$ cat src/rtl/ptrain_pkg.sv
// Package for the perceptron training step: widths, data types, lane control struct
// and the saturation helper shared by the lanes and the top level.
// Depends on nothing.
package ptrain_pkg;

    localparam int MaxFeatures = 8;
    localparam int NumFeatures = 8;
    localparam int FeatW       = 16;
    localparam int WeightW     = 48;
    localparam int RateW       = 32;
    localparam int RoundShift  = 8;
    localparam int ProdW       = WeightW + FeatW;
    localparam int RateProdW   = RateW + FeatW + 1;
    localparam int StepW       = RateProdW - RoundShift;
    localparam int SumW        = ProdW + 4;

    localparam logic [RateW-1:0] RateReset = RateW'(8590);
    localparam logic signed [RateProdW-1:0] RoundHalf = RateProdW'(1 << (RoundShift - 1));

    typedef logic signed [FeatW-1:0]   feature_t;
    typedef logic signed [WeightW-1:0] weight_t;
    typedef logic signed [WeightW:0]   weight_ext_t;
    typedef logic signed [ProdW-1:0]   prod_t;
    typedef logic signed [StepW-1:0]   step_t;
    typedef logic signed [SumW-1:0]    sum_t;
    typedef logic [RateW-1:0]          rate_t;

    typedef struct packed {
        logic load;
        logic commit;
        logic miss;
        logic target;
    } lane_ctrl_t;

    // Clamps a value one bit wider than a weight to the weight range.
    function automatic weight_t sat_weight(input weight_ext_t v);
        weight_t res;
        if (v[WeightW] != v[WeightW-1])
        begin
            res = v[WeightW] ? {1'b1, {(WeightW-1){1'b0}}} : {1'b0, {(WeightW-1){1'b1}}};
        end
        else
        begin
            res = v[WeightW-1:0];
        end
        return res;
    endfunction

endpackage

$ cat src/rtl/ptrain_merge.sv
// Merging stage: adds the aligned bias to the lane products and takes the sign
// of the exact sum as the prediction.
// Depends on ptrain_pkg.
module ptrain_merge (
    input  ptrain_pkg::prod_t   products [ptrain_pkg::NumFeatures],
    input  ptrain_pkg::weight_t bias,
    output logic                prediction
);

    ptrain_pkg::sum_t sum;

    always_comb
    begin
        sum = ptrain_pkg::sum_t'($signed({bias, {ptrain_pkg::RoundShift{1'b0}}}));
        for (int i = 0; i < ptrain_pkg::NumFeatures; i++)
        begin
            sum = sum + ptrain_pkg::sum_t'(products[i]);
        end
        prediction = !sum[ptrain_pkg::SumW-1];
    end

endmodule

$ cat config.mk
export PLATFORM = sky130hd
export DESIGN_NAME = ptrain_merge
export DESIGN_NICKNAME = d
export VERILOG_FILES = /design/src/rtl/ptrain_pkg.sv /design/src/rtl/ptrain_merge.sv
export SDC_FILE = /design/constraint.sdc
export NUM_CORES = 1
export LEC_CHECK = 0
export ABC_CLOCK_PERIOD_IN_PS = 5500
export BUFFER_PORTS_ARGS = -buffer_cell sky130_fd_sc_hd__buf_2
export CORE_AREA = 2 2 220 222
export DETAILED_ROUTE_END_ITERATION = 16
export DIE_AREA = 0 0 222 224
export SYNTH_ARGS = -nofsm -noshare
export SYNTH_HDL_FRONTEND = slang
export SYNTH_SLANG_ARGS = --single-unit
$ cat constraint.sdc
create_clock -name vclk -period 5.5
set_clock_uncertainty 0.2 [all_clocks]
set_input_delay 0.275 -clock vclk [all_inputs]
set_output_delay 0.275 -clock vclk [all_outputs]
set_load 0.02 [all_outputs]
==> results.yml <==
final_layout:
  final_cell_mix: "buf_2 (560), inv_1 (554), fa_1 (442)"
  ff_latch_area_um2: 0
  stdcell_count: 2360
  final_util_pct: 34.1
  layout-drive-gt1-share_pct: 33.2
  n_clock_buffer: 0
  final_area_um2: 16100
  area_growth_pct: 29.6
  multi_input_area_um2: 10400
  nFillCells: 4921
  num-nets-final: 2819
  design.seq.count: 0
  final_common_cell: "buf_2"
synth:
  synth_mux_area_share_pct: 0
  syn_nets: 2247
  synthSimpleGateAreaFrac_pct: 2.29
  synth_cell_type_count: 26
  synth_warnings: 0
  synth_adder_area_share_pct: 78.5
  synth_area_per_cell_um2: 10.6
  synth_compound_area_share_pct: 2.38
  synth_top_family_by_area: "adder cells"
  syn-cell-area_um2: 12400
  ys_seq_area_share_pct: 0
  synth_xor_area_share_pct: 0.141
  synthCells: 1172
global_route:
  grt_pass1_wl_mm: 57.4
  antenna_found_initial: 8
  grt_pass1_vias: 11117
  grt_start_max_net_pins: 7
  overflow: 0
  grt_util_all_layers_pct: 14.9
min_path:
  hold_end: "prediction"
  hold_path_depth: 8
  hp-start: "products[383]"
  hold_path_class: "in -> out"
die:
  rows: 80
  ios: 561
  initial_core_util_pct: 26.3
  core_area_um2: 47300
  fp.dieH_um: 224
  die_area_um2: 49700
  fp.dieW_um: 222
timing:
  setup_tns_ns: 0
  hold_violations: 0
  fin_crit_sh_pct: 95.0
  finalCriticalPeriod_ns: 5.22
  setup_ws_ns: 0.276
  slew_violations: 0
  max_freq_ghz: 0.191
  rsz0062_at_grt: "false"
  worst_pin_slew_ns: 0.563
  slew_headroom_pct: 62.5
  finalSetupViolations: 0
worst_setup_path:
  required_ns: 5.03
  crit_type: "in -> out"
  cp.arrival_ns: 4.75
  start_kind: "input port"
  cp-startpoint: "products[234]"
  crit_fanout: 3
  end_kind: "output pin"
pwr:
  p_int_mw: 2.53
  seq_power_share_pct: 0
  netSwitchingPower_mw: 3.06
  p_leak_nw: 9.18
  netSwitchingFraction_pct: 54.7
  p_clk_share_pct: 0
  vdd_ir_drop_max_mv: 0.308
  power_per_cell_area_nw_per_um2: 346
  combinationalPowerShare_pct: 100.0
place:
  place_congestion: 0.910
  placedCellCount: 2356
  dp_hpwl_mm: 36.4
  io_buffer_count: 561
  dpl_worst_slack_ns: 0.0963
  dpl-instance-area_um2: 16100
drt:
  dr_total_vias: 9245
  postRouteAntennaNets: 0
  routed_wl_mm: 35.9
  via_per_inst: 3.92
  drc: 0
  avgRoutedWirePerCell_um: 15.2
  drt_iter0_markers: 199
  drt_first_pass_iters: 4
run_status:
  status: "completed"
flow_run:
  max-cap-violations: 0
==> metrics by stage <==
step / total power [mW] / hold WS [ns]
5_1_grt: 6.69 / 1.78
2_1_floorplan: 3.82 / 1.32
3_3_place_gp: 5.57 / 1.72
3_5_place_dp: 5.65 / 1.73
4_1_cts: 5.71 / 1.74
6_report: 5.58 / 1.74
==> area by class of cell <==
cell class	count	area share (%)
multi-input cells	618	64.4
repair buffers	570	17.8
inverters	554	12.9
well taps	615	4.77
diodes	3	0.0465
==> synthesized netlist by cell type <==
cell       number  area [um^2]
and4_1          5         43.8
nor2b_1         1         6.26
nand2_1        20         75.1
or2_2           1         6.26
nor2_1          4         15.0
o31ai_1         1         7.51
a2111oi_2       1         15.0
nor4_1          1         6.26
fa_1          442         8850
nor4bb_1        1         10.0
o32ai_1         2         17.5
a221oi_1        5         43.8
nand4_1        10         62.6
a221o_1         1         10.0
inv_1         554         2080
xnor2_1         2         17.5
o21ai_1         1         5.00
a21oi_2         2         17.5
a2111o_1        1         11.3
a311oi_1        1         8.76
a21oi_1        22          110
o21ai_0         7         35.0
nand3_1         8         40.0
ha_1           73          913
nor3_1          4         20.0
a21o_1          2         15.0
==> worst max path at each step <==
stage	slack [ns]	to
3_5_place_dp	0.1	prediction
4_1_cts	0.05	prediction
2_1_floorplan	0.86	prediction
5_1_grt	0.005	prediction
3_3_place_gp	0.08	prediction
6_report	0.28	prediction
==> timing repair <==
item,in CTS,in global routing
hold endpoints to repair,0,0
hold buffers,0,0
endpoints found under the setup margin,0,1
buffers inserted,0,1
gates resized for setup,0,6
==> kinds of logic (layout without fill, tap and decap cells) <==
logic type	count (synthesis)	after routing
AO/OA/AOI/OAI	46	46
XOR/XNOR	2	2
adder cells (fa/ha/maj)	515	515
buffers and inverters	554	1124
other	0	3
AND/OR/NAND/NOR	55	55
==> critical path, cell delays in order <==
cell and delay [ns]:
buf_2 0.11, fa_1 0.54, inv_1 0.07, fa_1 0.54, inv_1 0.07, fa_1 0.48
inv_1 0.06, fa_1 0.47, inv_1 0.06, ha_1 0.30, nand4_1 0.21, nor4bb_1 0.33
buf_4 0.20, nand4_1 0.18, o32ai_2 0.33, a2111oi_2 0.06, buf_4 0.15, xnor2_1 0.13
buf_4 0.17
==> metal layers <==
layer | track usage, % | routed length, um
met5 | 0 | 59
met4 | 1.57 | 432
met3 | 2.06 | 1880
met2 | 29.0 | 19200
met1 | 18.0 | 14300
==> power groups by stage <==
stage | Clock [mW] | Combinational [mW] | Sequential [mW]
after floorplan | 0 | 3.82 | 0
after global placement | 0 | 5.57 | 0
after detailed placement | 0 | 5.65 | 0
after CTS | 0 | 5.71 | 0
after global routing | 0.0000000729 | 6.69 | 0
final | 0.0000000730 | 5.58 | 0
Power figures use the tool's default switching activity.
