**config.mk**
```make
export PLATFORM = sky130hd
export DESIGN_NAME = ptrain_lane
export DESIGN_NICKNAME = d
export VERILOG_FILES = /design/src/rtl/ptrain_pkg.sv /design/src/rtl/ptrain_lane.sv
export SDC_FILE = /design/constraint.sdc
export NUM_CORES = 2
export LEC_CHECK = 0
export ABC_CLOCK_PERIOD_IN_PS = 7380
export BUFFER_PORTS_ARGS = -buffer_cell sky130_fd_sc_hd__buf_2
export CAP_MARGIN = 40
export CORE_MARGIN = 5
export CORE_UTILIZATION = 55
export DETAILED_ROUTE_END_ITERATION = 10
export GPL_TIMING_DRIVEN = 0
export PLACE_DENSITY = 0.86
export SLEW_MARGIN = 10
export SYNTH_ARGS = -nofsm -noshare
export SYNTH_HDL_FRONTEND = slang
export SYNTH_SLANG_ARGS = --single-unit
```
**constraint.sdc**
```tcl
create_clock -name clk -period 7.38 [get_ports clk]
set_input_delay 1.845 -clock clk [delete_from_list [all_inputs] [get_ports clk]]
set_output_delay 1.845 -clock clk [all_outputs]
set_load 0.02 [all_outputs]
```
**src/rtl/ptrain_pkg.sv**
```systemverilog
// Package for the perceptron training step: widths, data types, lane control struct
// and the saturation helper shared by the lanes and the top level.
// Depends on nothing.
package ptrain_pkg;

    localparam int MaxFeatures = 8;
    localparam int NumFeatures = 8;
    localparam int FeatW       = 16;
    localparam int WeightW     = 48;
    localparam int RateW       = 32;
    localparam int RoundShift  = 8;
    localparam int ProdW       = WeightW + FeatW;
    localparam int RateProdW   = RateW + FeatW + 1;
    localparam int StepW       = RateProdW - RoundShift;
    localparam int SumW        = ProdW + 4;

    localparam logic [RateW-1:0] RateReset = RateW'(8590);
    localparam logic signed [RateProdW-1:0] RoundHalf = RateProdW'(1 << (RoundShift - 1));

    typedef logic signed [FeatW-1:0]   feature_t;
    typedef logic signed [WeightW-1:0] weight_t;
    typedef logic signed [WeightW:0]   weight_ext_t;
    typedef logic signed [ProdW-1:0]   prod_t;
    typedef logic signed [StepW-1:0]   step_t;
    typedef logic signed [SumW-1:0]    sum_t;
    typedef logic [RateW-1:0]          rate_t;

    typedef struct packed {
        logic load;
        logic commit;
        logic miss;
        logic target;
    } lane_ctrl_t;

    // Clamps a value one bit wider than a weight to the weight range.
    function automatic weight_t sat_weight(input weight_ext_t v);
        weight_t res;
        if (v[WeightW] != v[WeightW-1])
        begin
            res = v[WeightW] ? {1'b1, {(WeightW-1){1'b0}}} : {1'b0, {(WeightW-1){1'b1}}};
        end
        else
        begin
            res = v[WeightW-1:0];
        end
        return res;
    endfunction

endpackage

```
**src/rtl/ptrain_lane.sv**
```systemverilog
// One feature lane: holds one weight, forms its product with the feature and the
// rounded update step, and applies the saturating update on a mistake.
// Depends on ptrain_pkg.
module ptrain_lane (
    input  logic                   clk,
    input  logic                   rst_n,
    input  ptrain_pkg::feature_t   feature,
    input  ptrain_pkg::rate_t      rate,
    input  ptrain_pkg::lane_ctrl_t ctrl,
    output ptrain_pkg::prod_t      product,
    output ptrain_pkg::weight_t    weight
);

    ptrain_pkg::weight_t weight_reg;
    ptrain_pkg::weight_t weight_next;
    ptrain_pkg::prod_t   prod_reg;
    ptrain_pkg::prod_t   prod_next;
    ptrain_pkg::step_t   step_reg;
    ptrain_pkg::step_t   step_next;

    logic signed [ptrain_pkg::RateProdW-1:0] rate_prod;
    logic signed [ptrain_pkg::RateProdW-1:0] rate_round;
    ptrain_pkg::weight_ext_t                 weight_up;
    ptrain_pkg::weight_ext_t                 weight_down;

    always_comb
    begin
        prod_next  = weight_reg * feature;
        rate_prod  = $signed({1'b0, rate}) * feature;
        rate_round = rate_prod + ptrain_pkg::RoundHalf;
        step_next  = rate_round[ptrain_pkg::RateProdW-1:ptrain_pkg::RoundShift];

        weight_up   = ptrain_pkg::weight_ext_t'(weight_reg) + ptrain_pkg::weight_ext_t'(step_reg);
        weight_down = ptrain_pkg::weight_ext_t'(weight_reg) - ptrain_pkg::weight_ext_t'(step_reg);

        weight_next = weight_reg;
        if (ctrl.commit && ctrl.miss)
        begin
            weight_next = ctrl.target ? ptrain_pkg::sat_weight(weight_up)
                                      : ptrain_pkg::sat_weight(weight_down);
        end
    end

    always_ff @(posedge clk or negedge rst_n)
    begin
        if (!rst_n)
        begin
            weight_reg <= '0;
        end
        else
        begin
            weight_reg <= weight_next;
        end
    end

    always_ff @(posedge clk)
    begin
        if (ctrl.load)
        begin
            prod_reg <= prod_next;
            step_reg <= step_next;
        end
    end

    assign product = prod_reg;
    assign weight  = weight_reg;

endmodule

```
==> flow_metrics.env <==
export IMPL_min_from="weight[2]"
export IMPL_drv_slew=0
export IMPL_stdcell_area_mm2=0.0602
export IMPL_crit_required_ns=7.65
export IMPL_hold_viol_final=0
export IMPL_critPathBufInv=9
export IMPL_cts_tree="yes"
export IMPL_fmax_mhz=122
export IMPL_clock_latency_ns=0.54
export IMPL_cp_slowest_cell="fa_2"
export IMPL_cts_htree_levels=4
export IMPL_viasPerCell=5.90
export IMPL_ys_seq_area_share_pct=8.09
export IMPL_dieHeight_um=323
export IMPL_synthTopCellsByArea="fa_1 42%, inv_1 11%, ha_1 9.1%"
export IMPL_dr_pass1_iters=8
export IMPL_hold_ws_ns=0.852
export IMPL_final_nets=8094
export IMPL_seqCellArea_mm2=0.00435
export IMPL_setup_viol=55
export IMPL_die_x_um=323
export IMPL_layout_setup_ws_ns=-0.802
export IMPL_place_congestion=1.03
export IMPL_die_area_mm2=0.104
export IMPL_regToRegSetupSlack_ns=-0.68
export IMPL_clk_pin_slew_worst_paths_ns=0.07
export IMPL_r2r_cells=24
export IMPL_worstPathMaxFanout=10
export IMPL_synthDistinctLibCells=89
export IMPL_yosysTopAreaCellShare_pct=42.0
export IMPL_skew_ns=0.0224
export IMPL_synth_nets=7833
export IMPL_violations="negative setup slack"
export IMPL_synth_edf_count=105
export IMPL_grt_max_degree=57
export IMPL_drive_gt1_share_pct=10.6
export IMPL_hpwl_um=154000
export IMPL_reg2reg_from="weight[27]"
export IMPL_grt_pass1_vias=48700
export IMPL_cp_start_kind="input pin"
export IMPL_dpl_cell_area_mm2=0.0574
export IMPL_wl_per_cell_um=24.4
export IMPL_io_pins=166
export IMPL_cts_root_buf="clkbuf_16"
export IMPL_track_usage_pct=37.0
export IMPL_slew_headroom_pct=36.8
export IMPL_syn_to_final_growth_pct=11.8
export IMPL_drc=0
export IMPL_synth_most_common_cell="inv_1"
export IMPL_largest_reg_flops=64
export IMPL_r2r_end="product[62]"
export IMPL_hold_path_end="weight[2]"
export IMPL_cts_buffers=17
export IMPL_drt_wl_total_um=191000
export IMPL_final_period_utilization_pct=111
export IMPL_outcome="finished with violations"
export IMPL_cpPeakStageDelay_ns=0.64
export IMPL_critPathKind="input pin to flop"
export IMPL_crit_path_end_kind="flop"
export IMPL_crit_start="feature[10]"
export IMPL_multi_input_area_mm2=0.0435
export IMPL_clkSinkCount=153
export IMPL_yosysTopAreaCell="fa_1"
export IMPL_avgSynthCellArea_um2=8.61
export IMPL_portBuffers=150
export IMPL_max_cap_violations=0
export IMPL_hold_depth=2
export IMPL_final_antenna_net_count=0
export IMPL_fillers=7969
export IMPL_ys_seq_elements=153
export IMPL_synth_warnings=0
export IMPL_initial_core_util_pct=55.5
export IMPL_coreArea_mm2=0.0970
export IMPL_dr_first_iter_drc_count=4761
export IMPL_grt_ovfl_total=0
export IMPL_critPathTopFamily="adder cells"
export IMPL_antenna_found_initial=26
export IMPL_arrival_ns=8.45
export IMPL_dp_worst_setup_slack_ns=-2.20
export IMPL_grt_pass1_wl_um=289000
export IMPL_vias=46200
export IMPL_finalCriticalPeriod_ns=8.18
export IMPL_async_flop_share_pct=31.4
export IMPL_synth_common_cells="1508 x inv_1, 1130 x fa_1, 938 x nand2_1, 423 x and2_1, 391 x ha_1"
export IMPL_cts_buffer_depth=2
export IMPL_cpMostUsedCell="fa_1"
export IMPL_hold_path_class="flop to flop"
export IMPL_rsz0062_at_grt="true"
export IMPL_syn_inst=6258
export IMPL_yosys_most_used_dff="edfxtp_1"
export IMPL_worst_pin_slew_ns=0.949
export IMPL_rows=114
export IMPL_syn_area_mm2=0.0539
==> layout by cell type, fill, tap and decap left out, types with 105 or more instances in the layout <==
master / netlist / routed
ha_1: 391 / 371
edfxtp_1: 105 / 105
buf_2: 33 / 177
a21oi_1: 285 / 267
and2_1: 423 / 414
nand2_1: 938 / 929
fa_1: 1130 / 1111
xnor2_1: 152 / 143
nor2_1: 208 / 199
inv_1: 1508 / 1498
clkbuf_1: 285 / 114
==> worst min-delay path, stage by stage, from the launching register on <==
cell	delay (ns)
dfrtp_1	0.61
nand2_1	0.14
o31ai_1	0.07
==> what timing repair did <==
item	in CTS	in global routing
resized for setup	223	254
setup buffers	34	37
pin swaps	41	86
hold buffers	0	0
endpoints found under the setup margin	78	70
gates cloned	1	1
==> final cells by class <==
cell class	instances	area share (%)
Clock buffer	18	0.713
Tap cell	1276	2.65
Inverter	1519	9.48
Multi-Input combinational cell	4255	72.3
Timing Repair Buffer	247	2.84
Clock inverter	14	0.233
Antenna cell	16	0.0665
Buffer	326	4.50
Sequential cell	153	7.23
==> through the flow <==
step,util (%),instances,TNS [ns]
global placement,58.9,7684,-106.88
CTS,61.1,7776,-20.89
floorplan,-,6258,-9.22
detailed placement,59.2,7709,-104.12
global route,62.1,7816,-31.13
finish,62.1,7824,-23.28
==> how the worst max path moves through the flow <==
stage / endpoint / slack [ns] / cells after the start
3_5_place_dp: product[63] / -2.20 / 25
3_3_place_gp: product[56] / -2.30 / 24
4_1_cts: product[63] / -0.93 / 26
5_1_grt: product[62] / -0.95 / 25
2_1_floorplan: product[61] / -0.54 / 25
6_report: product[56] / -0.80 / 27
==> routing by layer <==
metal,track usage [%],wire [um],share of wire [%],up-vias
met2,57.4,85100,44,2953
met1,44.8,66900,35,23000
met5,0,71,0.037,-
met3,11.0,22900,12,848
met4,25.0,16300,8.5,10
li1,-,-,-,19300
==> kinds of logic after synthesis <==
group                      after synthesis  synth area share (%)
and+or+nand+nor                       1809                  15.6
DFF                                    153                  8.09
adders and majority gates             1521                  51.1
buffers and inverters                 1850                  13.1
xor gates and xnor gates               187                  3.06
muxes                                    3                0.0558
AOI/OAI and AO/OA                      735                  9.04
Power is left out: the tool's default activity adds up to more than one toggle a clock period on the data nets, which glitch-free logic cannot reach.
